`src/rtl/assert_macros.svh`:
```
// assertion helpers shared by the rtl
`ifndef ASSERT_MACROS_SVH
`define ASSERT_MACROS_SVH

// property that must hold at every clock edge outside reset
`define ASSERT_ALWAYS(lbl, expr, msg) \
  lbl: assert property (@(posedge clk) disable iff (rst) (expr)) else $error(msg);

// same-cycle implication
`define ASSERT_IMPL(lbl, ante, cons, msg) \
  lbl: assert property (@(posedge clk) disable iff (rst) (ante) |-> (cons)) else $error(msg);

// next-cycle implication
`define ASSERT_NEXT(lbl, ante, cons, msg) \
  lbl: assert property (@(posedge clk) disable iff (rst) (ante) |=> (cons)) else $error(msg);

`endif

```
`src/rtl/stbs_pkg.sv`:
```
package stbs_pkg;

  localparam int DEF_TABLE_DEPTH = 1024;
  localparam int KEY_W = 32;
  localparam int POS_W = 10;
  localparam int CNT_W = 11;
  localparam int Q_DEPTH = 2;

  // action codes on the input port
  localparam logic [1:0] ACT_LOAD  = 2'd0;
  localparam logic [1:0] ACT_CLEAR = 2'd1;
  localparam logic [1:0] ACT_FIND  = 2'd2;

  // result status codes
  localparam logic [1:0] ST_OK    = 2'd0;
  localparam logic [1:0] ST_FULL  = 2'd1;
  localparam logic [1:0] ST_ORDER = 2'd2;

  typedef enum logic [1:0] {
    OP_LOAD,
    OP_CLEAR,
    OP_FIND,
    OP_NOP
  } op_t;

  typedef struct packed {
    op_t              op;
    logic [KEY_W-1:0] key;
  } item_t;

endpackage

```
`src/rtl/stbs_front.sv`:
```
module stbs_front
  import stbs_pkg::*;
(
  input  logic             clk,
  input  logic             rst,
  input  logic             in_valid,
  output logic             in_ready,
  input  logic [1:0]       action,
  input  logic [KEY_W-1:0] key,
  output logic             push_valid,
  input  logic             push_ready,
  output item_t            push_item
);

  logic  held;
  item_t item;
  op_t   op_dec;

  // decode the action code, unused code becomes a no-op
  always_comb begin
    unique case (action)
      ACT_LOAD:  op_dec = OP_LOAD;
      ACT_CLEAR: op_dec = OP_CLEAR;
      ACT_FIND:  op_dec = OP_FIND;
      default:   op_dec = OP_NOP;
    endcase
  end

  assign in_ready   = !held || push_ready;
  assign push_valid = held;
  assign push_item  = item;

  always_ff @(posedge clk) begin
    if (rst) begin
      held <= 1'b0;
    end else if (in_valid && in_ready) begin
      held <= 1'b1;
    end else if (push_ready) begin
      held <= 1'b0;
    end
  end

  always_ff @(posedge clk) begin
    if (in_valid && in_ready) begin
      item.op  <= op_dec;
      item.key <= key;
    end
  end

endmodule

```
`config.mk`:
```
export PLATFORM = sky130hd
export DESIGN_NAME = stbs_front
export DESIGN_NICKNAME = d
export VERILOG_FILES = /design/src/rtl/assert_macros.svh /design/src/rtl/stbs_pkg.sv /design/src/rtl/stbs_front.sv
export SDC_FILE = /design/constraint.sdc
export NUM_CORES = 1
export LEC_CHECK = 0
export ABC_CLOCK_PERIOD_IN_PS = 1700
export BUFFER_PORTS_ARGS = -buffer_cell sky130_fd_sc_hd__buf_2
export CAP_MARGIN = 20
export CORE_MARGIN = 3
export CORE_UTILIZATION = 45
export CTS_BUF_LIST = sky130_fd_sc_hd__clkbuf_8
export DETAILED_ROUTE_END_ITERATION = 10
export GPL_TIMING_DRIVEN = 0
export HOLD_SLACK_MARGIN = 0.08
export PLACE_DENSITY = 0.9
export SLEW_MARGIN = 20
export SYNTH_ARGS = -nofsm -noshare
export SYNTH_HDL_FRONTEND = slang
export SYNTH_SLANG_ARGS = --single-unit
```
`constraint.sdc`:
```
create_clock -name clk -period 1.7 [get_ports clk]
set_clock_uncertainty 0.05 [all_clocks]
set_input_delay 0.34 -clock clk [delete_from_list [all_inputs] [get_ports clk]]
set_output_delay 0.34 -clock clk [all_outputs]
set_load 0.05 [all_outputs]
```
# [Word-level counts from Yosys, hierarchy flattened]
# Cells that the tools add are included.
[word_totals] reg_bits=35 in_bits=38 out_inout_bits=36 word_cells=13
[op_classes] eq_ne=2 n_mux=3 n_reduce_logical=5
[op_table] cell="2-bit one-hot mux with 3 select lines" count=1
[op_table] cell="2-bit by 1-bit equality test with 1-bit output (second input constant)" count=1
[op_table] cell="2-bit equality test (second input constant)" count=1
[op_table] cell="2-bit zero test" count=1
[op_table] cell="1-bit 2-to-1 mux" count=2
[op_table] cell="2-bit nonzero test" count=1
[op_table] cell="1-bit logical AND" count=1
[op_table] cell="1-bit zero test" count=1
[op_table] cell="1-bit logical OR" count=1

# [Depth between registers and ports, before layout]
# Gate-level depths: netlist of the first run.
[logic_depth] word_depth=4 mapped_depth=2 depth_no_buf=2

# [Least setup slack after synthesis of the first run]
# Ideal clock, no wire load.
[synth_path] kind="register to register" start="register held (netlist: push_valid)" end="register item, in the netlist push_item[0] (enable)" setup_time_ps=282 arrival_ps=1206 t_required_ps=1368 path_slack_ps=163 path_stages_with_launch=3 path_buffers=0 synth_period_minus_slack_ps=1537 cell_sequence="dfxtp_1 -> nand2b_4 -> and2_4"
[synth_between] elab_chain_len=3
[synth_lines] element="start: declaration" line_no="stbs_front.sv:15" source="logic held;"
[synth_lines] element="start signal: assignment" line_no="stbs_front.sv:35" source="held <= 1'b0;"
[synth_lines] element="start signal: assignment" line_no="stbs_front.sv:37" source="held <= 1'b1;"
[synth_lines] element="start signal: assignment" line_no="stbs_front.sv:39" source="held <= 1'b0;"
[synth_lines] element="1-bit zero test" line_no="stbs_front.sv:29" source="assign in_ready = !held || push_ready;"
[synth_lines] element="1-bit logical OR" line_no="stbs_front.sv:29"
[synth_lines] element="net in_ready" line_no="stbs_front.sv:7" source="output logic in_ready,"
[synth_lines] element="1-bit logical AND" line_no="stbs_front.sv:44" source="if (in_valid && in_ready) begin"
[synth_lines] element="end: declaration" line_no="stbs_front.sv:16" source="item_t item;"
# The timed path passes the listed nets, and every way through them passes these cells.
# A chain may end at the register's enable or synchronous reset.

# [Worst setup path after layout of the first run]
[layout_path] start="register held (netlist: push_valid)" end="output in_ready"
[layout_between] elab_chain_len=2
[layout_lines] element="1-bit zero test" line_no="stbs_front.sv:29"
[layout_lines] element="1-bit logical OR" line_no="stbs_front.sv:29"
[layout_lines] element="end: declaration" line_no="stbs_front.sv:7"
# Every way passes these cells.

==> results.yml, run 1 <==
pwr:
  p_per_area_nw_per_um2: 1230
  vdd_drop_max_uv: 850
  p_sw_mw: 0.502
  p_leak_nw: 0.693
  p_comb_share_pct: 15.0
  power_frac_clock_pct: 32.4
  p_int_mw: 1.44
  p_seq_share_pct: 52.7
  p_total_mw: 1.94
  swShare_pct: 25.9
placed_design:
  globalplace.congestion: 0.607
  pre_cts_ws_ns: 0.312
  io_buffer_count: 71
  place_area_um2: 1470
sta:
  fin_ws_ns: 0.364
  setup_violations: 0
  rsz0062_at_grt: "false"
  tightest_slew_ns: 0.425
  fmax_mhz: 749
  period_minus_slack_ns: 1.34
  hold_viol: 0
  final_max_slew_viol_count: 0
  fin_crit_sh_pct: 78.6
  fin_tns_setup_ns: 0
  slew-limit-headroom_pct: 71.6
critical_path:
  critPathKind: "flop to primary output"
  cp-end-kind: "primary output"
  startpoint_type: "flop"
  crit_path_top_delay_cell: "dfxtp_1"
  cp.arrival_ns: 0.95
  cp_max_fo: 3
  critPathMaxStageDelay_ns: 0.33
  crit_required_ns: 1.31
  worstPathCellList: "nand2b_4 -> buf_2"
routing:
  drc: 0
  first_iter_violations: 10
  viasPerCell: 4.55
  drt-pass1-iter-count: 4
  wire_per_inst_um: 15.9
  ant_nets: 0
  wirelength_um: 2360
  vias: 673
grt:
  grt_use_total_pct: 15.8
  grt_max_degree: 35
  first_global_vias: 586
  grt_overflow: 0
  antenna_found_initial: 0
  grt_pass1_wl_um: 2950
layout:
  fin_area_um2: 1570
  nets: 157
  area_growth_pct: 45.3
  final_cell_mix: "71 x buf_2, 34 x edfxtp_1, 7 x clkbuf_8"
  layout-drive-gt1-share_pct: 67.5
  num_antenna_cells: 0
  layout_commonest_cell: "buf_2"
floorplan:
  die_w_um: 55.1
  pin_count: 74
  die_h_um: 55.1
  rows: 17
  core_area_um2: 2250
  die-area_um2: 3030
  start_util_pct: 48.1
synth:
  avgSynthCellArea_um2: 26.4
  synthAdderAreaFrac_pct: 0
  muxShareOfSynthArea_pct: 0
  ys_seq_area_share_pct: 96.1
  synth_area_um2: 1080
  synthTopCellsByArea: "edfxtp_1 94%, dfxtp_1 1.8%, nand2b_4 1.3%"
  ys_ff_latch: 35
  synth_compound_area_share_pct: 0.808
  post_synth_num_cell_types: 7
  synthXorXnorAreaFrac_pct: 0
  synth_nets: 79
  yosys.area_share.simple_pct: 2.08
  yosysTopAreaCellShare_pct: 94.2
  synth_top_area_cell: "edfxtp_1"
  ys_warn_count: 0
  synth_top_family_by_area: "simple AND/OR/NAND/NOR gates"
  synthesis.instances: 41
cts:
  clkLatencyLatePin_ns: 0.28
  cts_setup_buffers: 0
  path_clk_slew_ns: 0.06
  cts.sinks: 35
  ctsHoldBuffers: 0
  cts_tree: "yes"
  cts_buffer_depth: 2
  ctsHtreeMaxLevel: 2
  tritoncts.num_buffers: 5
  cts-root-buf: "clkbuf_8"
  cts_resized: 0
job:
  maxCapViolCount: 0
min_path:
  hold_path.class: "input pin to flop"
run_status:
  outcome: "complete, no violations"
[power by group through the flow]
stage / sequential [mW] / clock (mW) / combinational, mW
final: 1.02 / 0.627 / 0.290
after global routing: 1.02 / 0.693 / 0.305
after CTS: 1.02 / 0.640 / 0.293
after detailed placement: 1.04 / 0 / 0.293
after global placement: 1.03 / 0 / 0.286
after floorplan: 1.21 / 0 / 0.0264
[cell type report]
class	count	area [um^2]
Sequential cell	35	1040
Fill cell	167	681
Timing Repair Buffer	71	355
Clock buffer	7	96.3
Tap cell	28	35.0
Multi-Input combinational cell	3	31.3
Buffer	2	7.51
Clock inverter	1	3.75
Inverter	1	3.75
[sequential cells by signal, indices dropped and copies added (netlist names)]
name	count
push_item	34
push_valid	1
[kinds of logic after synthesis]
logic type             count (synthesis)
AND/OR/NAND/NOR                        2
buffers and inverters                  3
AO/OA/AOI/OAI                          1
flip-flops                            35
[synthesized netlist by cell type]
library cell and number:
and2_4 1, edfxtp_1 34, clkbuf_1 2, inv_1 1
a21oi_2 1, dfxtp_1 1, nand2b_4 1
[worst max-delay path, delay by kind of cell (launching register included)]
family	cells	cell delay [ns]
flops	1	0.33
buf+inv	1	0.26
simple gates	1	0.08
[worst paths after layout]
check,to,slack [ns],startpoint,cells past startpoint
max,in_ready,0.36,push_valid,2
min,push_valid,0.17,rst,2
max reg2reg,push_item[29],0.47,push_valid,2
min reg2reg,push_valid,0.45,push_valid,2
[metal layers]
metal | wire length [um] | share of wire [%] | track usage [%]
met5 | 0 | 0 | 0
met4 | 28 | 1.2 | 7.69
met3 | 450 | 19 | 11.8
met2 | 1070 | 45 | 23.6
met1 | 811 | 34 | 16.2
[through the flow]
stage / util [%] / std cells / hold slack [ns]
2_1_floorplan: - / 41 / 0.352
4_1_cts: 69.8 / 148 / 0.163
3_3_place_gp: 65.4 / 140 / 0.436
6_report: 69.8 / 148 / 0.169
5_1_grt: 69.8 / 148 / 0.164
3_5_place_dp: 65.4 / 140 / 0.445
Power figures use the tool's default switching activity.
==> run 2, diff against run 1 <==
ABC_AREA = 1   (was default)
ABC_CLOCK_PERIOD_IN_PS = 1100   (was 1700)
CORE_UTILIZATION = 38   (was 45)
PLACE_DENSITY = 0.81   (was 0.9)
clock period = 1.1 ns   (was 1.7 ns; I/O delays follow)
==> run 2 against run 1 <==
Effect of this change: the run now ends with negative setup slack left; via count grew 30%; wire length increased by 53%; synthesized area is 0.69% lower; critical path depth decreased by 1; cell count rose by 28%; register-to-register slack worse by 0.51 ns; sequential share of layout area fell by 19 points; global-route usage is 5.5 points higher; synthesized cell count grew 2.4%; count of clock-buffer cells in the layout shrank 2; power rose by 75%; setup slack worse by 0.42 ns; largest power group unchanged; highest routed layer unchanged.
==> results.yml, run 2 <==
synth:
  synth_nets: 80
  yosysMostFrequentCell: "edfxtp_1"
  yosysTopAreaCellShare_pct: 94.9
  synth_ff_type: "edfxtp_1"
  ys_seq_area_share_pct: 96.7
  synth-async-reset-ratio_pct: 0
  synthesis.instances: 42
  post_synth_num_cell_types: 8
  synth_edf_count: 34
  synth_top_area_cell: "edfxtp_1"
  avgSynthCellArea_um2: 25.6
  synthTopCellsByCount: "34 x edfxtp_1, 2 x clkbuf_1"
  synthTopCellsByArea: "edfxtp_1 95%, dfxtp_1 1.9%, a21oi_2 0.81%"
  ys_warn_count: 0
  synth_area_um2: 1080
  ys_ff_latch: 35
placed_design:
  globalplace.congestion: 0.669
  io_buffer_count: 71
layout:
  nets: 196
  layout-drive-gt1-share_pct: 55.3
  final_cell_mix: "37 x buf_6, 35 x buf_2, 34 x edfxtp_1"
  layout_commonest_cell: "buf_6"
  largest_reg_flops: 34
  area_growth_pct: 106
  num_antenna_cells: 0
cts:
  path_clk_slew_ns: 0.07
  cts_buffer_depth: 2
  clkLatencyLatePin_ns: 0.26
  cts-root-buf: "clkbuf_8"
  cts.sinks: 35
  tritoncts.num_buffers: 5
  cts_tree: "yes"
  ctsHtreeMaxLevel: 2
grt:
  grt_max_degree: 18
  grt_pass1_wl_um: 5060
  first_global_vias: 950
  antenna_found_initial: 0
  grt_overflow: 0
  grt_use_total_pct: 21.2
routing:
  drt-pass1-iter-count: 4
  viasPerCell: 4.63
  first_iter_violations: 53
  wire_per_inst_um: 19.1
  ant_nets: 0
  vias: 876
  wirelength_um: 3600
  drc: 0
critical_path:
  startpoint_type: "flop"
  reg2reg_depth: 3
  cp.arrival_ns: 0.88
  crit_path_top_delay_cell: "edfxtp_1"
  critPathMaxStageDelay_ns: 0.42
  reg2reg_to: "push_item[8]"
  crit_family: "flip-flops"
  worstPathCellList: "buf_6"
  crit_cells: 1
  crit_required_ns: 0.83
  cp-end-kind: "primary output"
  startpoint: "push_item[22]"
  critPathKind: "flop to primary output"
  rrSetupSlack_ns: -0.04
  endpoint: "push_item[22]"
  path_buf_inv: 1
  r2r_start: "push_valid"
  cp_max_fo: 1
pwr:
  p_sw_mw: 0.874
  p_leak_nw: 0.937
  p_seq_share_pct: 47.3
  p_per_area_nw_per_um2: 1530
  p_int_mw: 2.51
  swShare_pct: 25.8
  vdd_drop_max_uv: 1700
  p_comb_share_pct: 20.3
  power_frac_clock_pct: 32.4
sta:
  fmax_mhz: 867
  hold_slack_ns: 0.0980
  fin_tns_setup_ns: -1.26
  setup_violations: 63
  hold_viol: 0
  final_max_slew_viol_count: 0
  fin_ws_ns: -0.0530
  slew-limit-headroom_pct: 83.7
  period_minus_slack_ns: 1.15
  fin_crit_sh_pct: 105
  rsz0062_at_grt: "true"
  tightest_slew_ns: 0.244
floorplan:
  die-area_um2: 3510
  die_h_um: 59.2
  die_w_um: 59.2
  core_area_um2: 2590
  start_util_pct: 41.5
  pin_count: 74
  rows: 18
job:
  maxCapViolCount: 0
run_status:
  violations: "negative setup slack"
  outcome: "complete, but fails checks"
min_path:
  hold_path.class: "input pin to flop"
  hold_path_depth: 1
  hp-start: "key[25]"
==> run 2: layout make-up <==
| type | instances | area, um^2 |
|---|---|---|
| Buffer | 2 | 7.51 |
| Clock buffer | 5 | 68.8 |
| Clock inverter | 3 | 38.8 |
| Fill cell | 101 | 373 |
| Inverter | 2 | 7.51 |
| Multi-Input combinational cell | 4 | 47.5 |
| Sequential cell | 35 | 1040 |
| Tap cell | 30 | 37.5 |
| Timing Repair Buffer | 108 | 965 |
==> run 2: stage by stage <==
step           setup slack, ns  std cells  util [%]  instance area [um^2]  power, mW
6_report               -0.0530        189      85.6                  2220       3.38
5_1_grt                -0.0789        189      85.6                  2220       3.49
4_1_cts                -0.0409        187      84.1                  2180       3.34
3_5_place_dp            -0.509        143      57.3                  1480       2.05
3_3_place_gp            -0.463        143      57.3                  1480       2.04
2_1_floorplan           -0.382         42         -                  1090       1.92
==> run 2: power groups by stage <==
stage,Clock [mW],Sequential [mW],Combinational (mW)
final,1.10,1.60,0.686
after global placement,0,1.60,0.442
after CTS,1.09,1.59,0.658
after detailed placement,0,1.60,0.452
after global routing,1.18,1.61,0.712
after floorplan,0,1.87,0.0415
==> run 2: worst min path at each step <==
stage,endpoint
3_3_place_gp,push_valid
2_1_floorplan,push_valid
4_1_cts,push_item[16]
5_1_grt,push_item[25]
6_report,push_item[25]
3_5_place_dp,push_valid
==> run 2: routing by layer <==
layer  global-route usage (%)  share of wire, %  vias to the layer above
met2                     32.0                47                       75
met1                     26.4                37                      400
met5                        0                 0                        -
met4                     11.7               2.8                        0
met3                     7.63                13                        8
li1                         -                 -                      393
==> run 2: logic make-up after synthesis <==
kind of cell    share of synthesized area [%]
compound gates                           1.28
buf+inv                                  1.39
flops                                    96.7
simple gates                            0.582
==> run 2: timing repair <==
item,4_1_cts,5_1_grt
buffers inserted,4,0
endpoints found under the setup margin,70,70
endpoints found under the hold margin,31,2
resized for setup,71,5
pin swaps,2,0
hold buffers,31,2
gates cloned,1,0
