--- src/rtl/assert_macros.svh ---
// assertion helpers shared by the rtl
`ifndef ASSERT_MACROS_SVH
`define ASSERT_MACROS_SVH

// property that must hold at every clock edge outside reset
`define ASSERT_ALWAYS(lbl, expr, msg) \
  lbl: assert property (@(posedge clk) disable iff (rst) (expr)) else $error(msg);

// same-cycle implication
`define ASSERT_IMPL(lbl, ante, cons, msg) \
  lbl: assert property (@(posedge clk) disable iff (rst) (ante) |-> (cons)) else $error(msg);

// next-cycle implication
`define ASSERT_NEXT(lbl, ante, cons, msg) \
  lbl: assert property (@(posedge clk) disable iff (rst) (ante) |=> (cons)) else $error(msg);

`endif

--- src/rtl/stbs_pkg.sv ---
package stbs_pkg;

  localparam int DEF_TABLE_DEPTH = 1024;
  localparam int KEY_W = 32;
  localparam int POS_W = 10;
  localparam int CNT_W = 11;
  localparam int Q_DEPTH = 2;

  // action codes on the input port
  localparam logic [1:0] ACT_LOAD  = 2'd0;
  localparam logic [1:0] ACT_CLEAR = 2'd1;
  localparam logic [1:0] ACT_FIND  = 2'd2;

  // result status codes
  localparam logic [1:0] ST_OK    = 2'd0;
  localparam logic [1:0] ST_FULL  = 2'd1;
  localparam logic [1:0] ST_ORDER = 2'd2;

  typedef enum logic [1:0] {
    OP_LOAD,
    OP_CLEAR,
    OP_FIND,
    OP_NOP
  } op_t;

  typedef struct packed {
    op_t              op;
    logic [KEY_W-1:0] key;
  } item_t;

endpackage

--- src/rtl/stbs_queue.sv ---
`include "assert_macros.svh"

module stbs_queue
  import stbs_pkg::*;
(
  input  logic  clk,
  input  logic  rst,
  input  logic  push_valid,
  output logic  push_ready,
  input  item_t push_item,
  output logic  pop_valid,
  input  logic  pop_ready,
  output item_t pop_item
);

  localparam int PW = (Q_DEPTH > 1) ? $clog2(Q_DEPTH) : 1;
  localparam int NW = $clog2(Q_DEPTH + 1);

  item_t         slots [Q_DEPTH];
  logic [PW-1:0] wr_ptr;
  logic [PW-1:0] rd_ptr;
  logic [NW-1:0] count;
  logic          do_push;
  logic          do_pop;

  assign push_ready = (count != NW'(Q_DEPTH));
  assign pop_valid  = (count != '0);
  assign pop_item   = slots[rd_ptr];
  assign do_push    = push_valid && push_ready;
  assign do_pop     = pop_valid && pop_ready;

  always_ff @(posedge clk) begin
    if (rst) begin
      wr_ptr <= '0;
      rd_ptr <= '0;
      count  <= '0;
    end else begin
      if (do_push) begin
        wr_ptr <= (wr_ptr == PW'(Q_DEPTH - 1)) ? '0 : wr_ptr + PW'(1);
      end
      if (do_pop) begin
        rd_ptr <= (rd_ptr == PW'(Q_DEPTH - 1)) ? '0 : rd_ptr + PW'(1);
      end
      if (do_push && !do_pop) begin
        count <= count + NW'(1);
      end else if (do_pop && !do_push) begin
        count <= count - NW'(1);
      end
    end
  end

  always_ff @(posedge clk) begin
    if (do_push) begin
      slots[wr_ptr] <= push_item;
    end
  end

  `ASSERT_ALWAYS(a_count_bound, count <= NW'(Q_DEPTH), "queue count above depth")
  `ASSERT_IMPL(a_ptr_sync, count == '0, wr_ptr == rd_ptr, "empty queue with pointers apart")
  `ASSERT_NEXT(a_pop_drains, do_pop && !do_push, count == $past(count) - NW'(1), "pop lost")

endmodule

--- config.mk ---
export PLATFORM = sky130hd
export DESIGN_NAME = stbs_queue
export DESIGN_NICKNAME = d
export VERILOG_FILES = /design/src/rtl/stbs_pkg.sv /design/src/rtl/stbs_queue.sv
export VERILOG_INCLUDE_DIRS = /design/src /design/src/rtl
export SDC_FILE = /design/constraint.sdc
export NUM_CORES = 1
export LEC_CHECK = 0
export BUFFER_PORTS_ARGS = -buffer_cell sky130_fd_sc_hd__buf_2
export CAP_MARGIN = 20
export CORE_ASPECT_RATIO = 0.5
export CORE_MARGIN = 5
export CORE_UTILIZATION = 40
export DETAILED_ROUTE_END_ITERATION = 6
export HOLD_SLACK_MARGIN = 0.15
export PLACE_DENSITY = 0.67
export SYNTH_ARGS = -nofsm -noshare
export SYNTH_HDL_FRONTEND = slang
export SYNTH_SLANG_ARGS = --single-unit
--- constraint.sdc ---
create_clock -name clk -period 2.9 [get_ports clk]
set_input_delay 0.58 -clock clk [delete_from_list [all_inputs] [get_ports clk]]
set_output_delay 0.58 -clock clk [all_outputs]
set_load 0.03 [all_outputs]
## Yosys cells after proc, flatten, opt, wreduce, memory -nomap -nowiden

Memory sizes are Yosys's and may differ from the RTL's. A register that Yosys moved wholly into a read port is not among the register bits.
Index checks and enable logic that the tools add are counted.

| word-level totals | value |
|---|---|
| bits in registers | 4 |
| memories kept | 1 |
| ROM bits | 0 |
| bits in writable memories | 68 |
| bits in latches | 0 |
| input bits | 38 |

| cells by class | value |
|---|---|
| eq/ne operators | 1 |
| order comparisons | 0 |
| multiply operators | 0 |
| bitwise logic cells | 0 |
| divide/modulo/power cells | 0 |
| shift-type cells | 0 |
| reductions and logical operators | 8 |
| $add $sub $neg | 4 |
| muxes and demuxes | 8 |

Memories:

| memory | depth | width | rd ports | clocked after Yosys merged registers in | write ports | RTL line | RTL |
|---|---|---|---|---|---|---|---|
| slots | 2 | 34 | 1 | 1 | 1 | stbs_queue.sv:19 | `item_t slots [Q_DEPTH];` |

Operators by type and width:

| cell | number |
|---|---|
| 1-bit 2-to-1 mux | 6 |
| 1-bit logical AND | 4 |
| 2-bit 2-to-1 mux | 2 |
| 2-bit nonzero test | 2 |
| 1-bit adder (second input constant) | 2 |
| 2-bit by 1-bit adder with 2-bit output (second input constant) | 1 |
| 1-bit logical NOT | 2 |
| 2-bit inequality test (second input constant) | 1 |
| 2-bit by 1-bit subtractor with 2-bit output (second input constant) | 1 |

## Logic depth before layout (Yosys ltp)

Gate-level depths: netlist (run 1).

| logic depth | value |
|---|---|
| depth in word-level cells | 6 |
| mapped depth | 6 |

## Worst setup path after synthesis (run 1)

Ideal clock, no wire load.

| timing path | value |
|---|---|
| kind | register to register |
| start point | reg count[0] |
| end point | mem slots[1][0] (netlist bit) (enable) |
| setup time | 0.394 ns |
| data arrival time | 1.690 ns |
| slack | 0.816 ns |
| cell stages (with the launch flop) | 3 |
| required time | 2.506 ns |
| path through | dfxtp_1 > nand2b_1 > and3_1 |

| between the ends | value |
|---|---|
| longest elaborated chain between the ends | 4 |

RTL lines:

| what | RTL line | RTL |
|---|---|---|
| start: declaration | stbs_queue.sv:22 | `logic [NW-1:0] count;` |
| start signal: assignment | stbs_queue.sv:45 | `count <= count + NW'(1);` |
| start signal: assignment | stbs_queue.sv:47 | `count <= count - NW'(1);` |
| 2-bit inequality test | stbs_queue.sv:26 | `assign push_ready = (count != NW'(Q_DEPTH));` |
| net push_ready | stbs_queue.sv:9 | `output logic push_ready,` |
| 1-bit logical AND | stbs_queue.sv:29 | `assign do_push = push_valid && push_ready;` |
| 1-bit 2-to-1 mux | stbs_queue.sv:53 | `if (do_push) begin` |
| 1-bit 2-to-1 mux (not written as such) | stbs_queue.sv:54 | `slots[wr_ptr] <= push_item;` |
| end: declaration | stbs_queue.sv:19 |  |

The timed path passes the listed nets, and every way through them passes these cells.

==> flow_metrics.tcl, run 1 <==
set metrics [dict create \
    post_cts_buffers 0 \
    htreeDepth 3 \
    synthesis.area_um2 2673 \
    grt_pass1_vias 1521 \
    peakVddDrop_mv 0.3518 \
    p_sw_share_pct 31.35 \
    track_usage_pct 11.13 \
    fillers 553 \
    maxCapViolations 0 \
    die_area_um2 8515 \
    dp_cells 295 \
    insertion_delay_ps 320 \
    r2r-end "count[1]" \
    synth-seq-cells 73 \
    finalSetupViolCount 0 \
    grt_max_degree 35 \
    cts_max_path_buffers 2 \
    avgViaCountPerCell 4.479 \
    yosysWarnings 0 \
    setup_tns_ps 0 \
    via_count 1393 \
    drc_errors 0 \
    drtPass1Iterations 4 \
    synth_fp_nets 169 \
    fp.coreArea_um2 6595 \
    synthAdderAreaFrac_pct 0.4682 \
    min_from "push_item[33]" \
    power_density_nw_per_um2 952.6 \
    root_buffer "clkbuf_16" \
    synth_area_leaders "edfxtp_1 76%, mux2_2 14%, dfxtp_1 3.7%" \
    reg2reg_slack_ps 1240 \
    fin_skew_ps 4.554 \
    path_max_fanout 32 \
    placed_area_um2 3158 \
    cts_resized 0 \
    critPathMaxStageDelay_ps 400 \
    synth_largest_area_cell "edfxtp_1" \
    cp.depth 3 \
    grt_first_pass_wirelength_mm 7.093 \
    area_growth_pct 27.76 \
    dp_hpwl_mm 3.186 \
    crit_chain "buf_4 > mux2_2 > buf_2" \
    numCtsBuffers 9 \
    intPower_mw 2.233 \
    rows 21 \
    r2r_start "count[0]" \
    synth_top_cell_area_share_pct 76.40 \
    whs_endpoint "slots[1][33]" \
    antenna_cells 0 \
    preCtsSetupSlack_ps 973.8 \
    avgRoutedWirePerCell_um 14.76 \
    gp_congestion 0.6654 \
    rr_worst_depth 5 \
    num_io_pins 74 \
    synth-simple-area-share_pct 1.873 \
    tightest_slew_ps 462.1 \
    antenna_found_initial 0 \
    synth_top_family_by_area "multiplexers" \
    clock-sinks 73 \
    postSynthAreaPerCell_um2 20.56 \
    clk_pin_slew_ps 50 \
    maxSlewViolCount 0 \
    power.net_switching_mw 1.020 \
    rsz0062_at_grt "false" \
    worstSetupPathType "register to primary output" \
    start_kind "register" \
    fmax_ghz 0.4477 \
    synthXorXnorAreaFrac_pct 0.9831 \
    ant_nets 0 \
    start_util_pct 40.52 \
    nets 253 \
    die_h_um 67.80 \
    synth_compound_area_share_pct 1.124 \
    leakagePower_nw 1.290 \
    critPathTopFamily "buffers and inverters" \
    fin_area_um2 3415 \
    synth_cells 130 \
    drive_gt1_share_pct 56.62 \
    end_kind "primary output" \
    critPathArrivalTime_ps 1650 \
    seqPwrFrac_pct 42.0 \
    grt_overflow 0 \
    fin_crit_ps 2234 \
    min_period_over_period_pct 77.02 \
    port_buffers 73 \
    required_ps 2320 \
    finalNonFillerCells 311 \
    status "complete, no violations" \
    cp_slowest_cell "mux2_2" \
    ctsHoldBuffers 0 \
    pwr-share-comb_pct 29.3 \
    die_w_um 125.6 \
    min_path_type "primary input to register" \
    drt_wl_total_mm 4.589 \
    pwr-share-clk_pct 28.7 \
    cts_tree "done" \
    synth_cell_types 18 \
    synthMuxAreaShare_pct 14.33 \
    drt_iter0_drc 60 \
    min_path_cells 1 \
    hold_viol 0 \
    crit_buf_inv 2 \
    ys_seq_area_share_pct 80.15 \
    layout_setup_ws_ps 666.3 \
    relSlewSlack_pct 69.20 \
]
## state kept, by name, indices dropped and copies added (netlist names), named ones only
register  count
rd_ptr        1
wr_ptr        1
slots        68
count         2
## layer usage
layer | global-route usage [%] | up-vias | wire length, µm
met1 | 10.61 | 695 | 1688
li1 | - | 672 | -
met3 | 5.292 | 2 | 195
met4 | 2.973 | 0 | 30
met5 | 0 | - | 0
met2 | 22.01 | 24 | 2674
## how the worst max path moves through the flow
stage / end / slack [ps] / startpoint
2_1_floorplan: slots[1][0] / 820 / count[0]
3_3_place_gp: pop_item[25] / 990 / register
3_5_place_dp: pop_item[0] / 970 / register
4_1_cts: pop_item[0] / 620 / register
5_1_grt: pop_item[16] / 550 / register
6_report: pop_item[0] / 670 / register
## power by group through the flow
stage | clock [mW] | combinational [mW] | sequential, mW
6_report | 0.934 | 0.953 | 1.36
3_5_place_dp | 0 | 0.972 | 1.39
4_1_cts | 0.960 | 0.975 | 1.37
2_1_floorplan | 0 | 0.726 | 1.37
3_3_place_gp | 0 | 0.962 | 1.38
5_1_grt | 1.01 | 1.03 | 1.38
## cells by family (layout without fill, tap and decap cells)
kind of cell	count (synthesis)	count (layout)
mux	34	34
compound gates	5	5
buf+inv	5	94
xor+xnor	3	3
fa+ha+maj	1	1
flops	73	73
simple gates	9	9
## area by class of cell
type                            instances  area, µm²  share of cell area, %
Multi-Input combinational cell         52      501.7                  14.69
Inverter                                1      3.754                 0.1099
Sequential cell                        73       2142                  62.73
Tap cell                               92      115.1                  3.371
Timing Repair Buffer                   77      395.4                  11.58
Clock buffer                           12      236.5                  6.926
Clock inverter                          4      20.02                 0.5863
## cells in the mapped netlist (all sizes together)
| library cell | n |
|---|---|
| buf | 4 |
| o21ai | 2 |
| a21oi | 2 |
| or2 | 1 |
| ha | 1 |
| nand2b | 1 |
| nand3b | 1 |
| nor2 | 3 |
| xor2 | 3 |
| or3 | 1 |
| and3 | 1 |
| mux2 | 34 |
| inv | 1 |
| a21bo | 1 |
| edfxtp | 68 |
| and2 | 1 |
| dfxtp | 5 |
## metrics by stage
stage	hold slack, ps	total power [mW]	utilization (%)
2_1_floorplan	470.5	2.098	-
3_3_place_gp	490.7	2.339	47.88
3_5_place_dp	516.6	2.360	47.88
4_1_cts	437.7	3.302	51.77
5_1_grt	435.9	3.415	51.77
6_report	450.3	3.253	51.77
## cell usage in the layout (no fill, tap or decap)
cell type   count
or2_2           1
xor2_1          3
clkbuf_16       9
or3_1           1
mux2_2         34
inv_1           1
clkbuf_1        3
o21ai_0         2
nand3b_1        1
ha_1            1
clkinvlp_4      1
and3_1          1
nor2_1          3
edfxtp_1       68
clkinv_1        2
a21bo_2         1
clkinv_2        1
a21oi_1         2
dfxtp_1         5
and2_1          1
nand2b_1        1
buf_2          73
buf_4           4
No activity file was read; power rests on OpenSTA's default activity.
==> inputs of run 2 (changes only) <==
--- a/config.mk
+++ b/config.mk
@@ -13,7 +13,7 @@
 export CORE_UTILIZATION = 40
 export DETAILED_ROUTE_END_ITERATION = 6
 export HOLD_SLACK_MARGIN = 0.15
-export PLACE_DENSITY = 0.67
+export PLACE_DENSITY = 0.69
 export SYNTH_ARGS = -nofsm -noshare
 export SYNTH_HDL_FRONTEND = slang
 export SYNTH_SLANG_ARGS = --single-unit
==> constraint.sdc (replaced) <==
create_clock -name clk -period 2.05 [get_ports clk]
set_input_delay 0.41 -clock clk [delete_from_list [all_inputs] [get_ports clk]]
set_output_delay 0.41 -clock clk [all_outputs]
set_load 0.03 [all_outputs]
==> run 2 against run 1 <==
  * Via count up 0.43%
  * Non-clock buffer count is the same
  * Clock skew about the same
  * Worst hold slack got worse by 180 ps
  * Register-to-register slack got worse by 810 ps
  * Die area did not move
  * First-iteration DRC count grew 62%
==> flow_metrics.tcl, run 2 (synthesis gave the netlist of run 1 again) <==
set metrics [dict create \
    insertion_delay_ps 320 \
    cp_slowest_cell "mux2_2" \
    relSlewSlack_pct 78.25 \
    grt_max_degree 29 \
    reg2reg_slack_ps 430 \
    clock-sinks 73 \
    drt_iter0_drc 97 \
    start_util_pct 40.52 \
    peakVddDrop_mv 0.6079 \
    grt_overflow 0 \
    utilization_pct 53.01 \
    leakagePower_nw 1.319 \
    root_buffer "clkbuf_16" \
    start_kind "register" \
    drive_gt1_share_pct 57.99 \
    fmax_ghz 0.5183 \
    required_ps 1640 \
    totalPowerFinal_mw 4.894 \
    pwr-share-clk_pct 32.5 \
    avgRoutedWirePerCell_um 14.59 \
    whs_ps 273.4 \
    cts_resized 0 \
    grt_pass1_vias 1467 \
    grt_first_pass_wirelength_mm 6.900 \
    port_buffers 73 \
    rows 21 \
    rsz0062_at_grt "false" \
    seqPwrFrac_pct 39.3 \
    r2r_start "count[0]" \
    pwr-share-comb_pct 28.1 \
    path_max_fanout 22 \
    tightest_slew_ps 322.9 \
    largest_reg_flops 68 \
    status "complete, no violations" \
    gp_congestion 0.6837 \
    fin_crit_ps 1929 \
    area_growth_pct 30.81 \
    min_path_cells 1 \
    reg_top3 "slots x68, count x2" \
    ff_latch_area_um2 2142 \
    finalSetupViolCount 0 \
    crit_chain "buf_4 > mux2_2 > buf_2" \
    top_register "slots" \
    crit_buf_inv 2 \
    power.net_switching_mw 1.468 \
    r2r-end "count[1]" \
    drc_errors 0 \
    clk_pin_slew_ps 60 \
    power_density_nw_per_um2 1400 \
    htreeDepth 3 \
    layout_setup_ws_ps 120.5 \
    p_sw_share_pct 30.00 \
    drtPass1Iterations 4 \
    worstSetupPathType "register to primary output" \
    whs_endpoint "slots[1][7]" \
    num_io_pins 74 \
    ctsHoldBuffers 0 \
    cts_tree "done" \
    fin_skew_ps 4.317 \
    die_h_um 67.80 \
    cts_max_path_buffers 2 \
    antenna_found_initial 0 \
    cp.depth 3 \
    track_usage_pct 11.19 \
    maxCapViolations 0 \
    die_w_um 125.6 \
    critPathMaxStageDelay_ps 380 \
    min_from "push_item[7]" \
    rr_worst_depth 5 \
    maxSlewViolCount 0 \
    die_area_um2 8515 \
    numCtsBuffers 9 \
    dp_hpwl_mm 3.138 \
    nets 253 \
    fillers 554 \
    antenna_cells 0 \
    post_cts_buffers 0 \
    mostFrequentLayoutCell "buf_2" \
    min_path_type "primary input to register" \
    intPower_mw 3.426 \
    multi_input_area_um2 503.0 \
    mostFrequentLayoutCells "73 x buf_2, 68 x edfxtp_1, 34 x mux2_2" \
    min_period_over_period_pct 94.12 \
    ant_nets 0 \
    hold_viol 0 \
    critPathTopFamily "buffers and inverters" \
    end_kind "primary output" \
    drt_wl_total_mm 4.539 \
    setup_tns_ps 0 \
    preCtsSetupSlack_ps 430.0 \
    fp.coreArea_um2 6595 \
    critPathArrivalTime_ps 1520 \
    avgViaCountPerCell 4.498 \
    via_count 1399 \
]
run 2: final cells by class:
cell class | instances | share of cell area (%)
Clock buffer | 10 | 6.550
Clock inverter | 6 | 2.362
Sequential cell | 73 | 61.27
Inverter | 1 | 0.1074
Multi-Input combinational cell | 52 | 14.39
Timing Repair Buffer | 77 | 12.03
Tap cell | 92 | 3.293
run 2: routing by layer:
metal	GRT usage (%)	part of all wire [%]	wire length [µm]	vias to the layer above
met4	5.676	1.3	60	0
met3	5.371	5.1	232	4
met5	0	0	0	-
li1	-	-	-	678
met2	21.28	57	2598	27
met1	10.28	36	1648	690
run 2: metrics by stage:
stage                     cells  area, µm²
after global routing        311       3496
final                       311       3496
after floorplan             130       2674
after global placement      295       3184
after CTS                   311       3496
after detailed placement    295       3184
run 2: power groups by stage:
stage,sequential [mW],combinational [mW],clock (mW)
after detailed placement,1.96,1.40,0
after floorplan,1.94,1.03,0
after global routing,1.94,1.47,1.71
final,1.93,1.38,1.59
after CTS,1.93,1.41,1.64
after global placement,1.94,1.39,0
run 2: worst max-delay path by stage:
stage	startpoint	slack (ps)	to
3_3_place_gp	register	460	pop_item[2]
2_1_floorplan	count[0]	90	slots[0][0]
3_5_place_dp	count[0]	430	count[1]
5_1_grt	register	30	pop_item[32]
4_1_cts	register	90	pop_item[30]
6_report	register	120	pop_item[2]
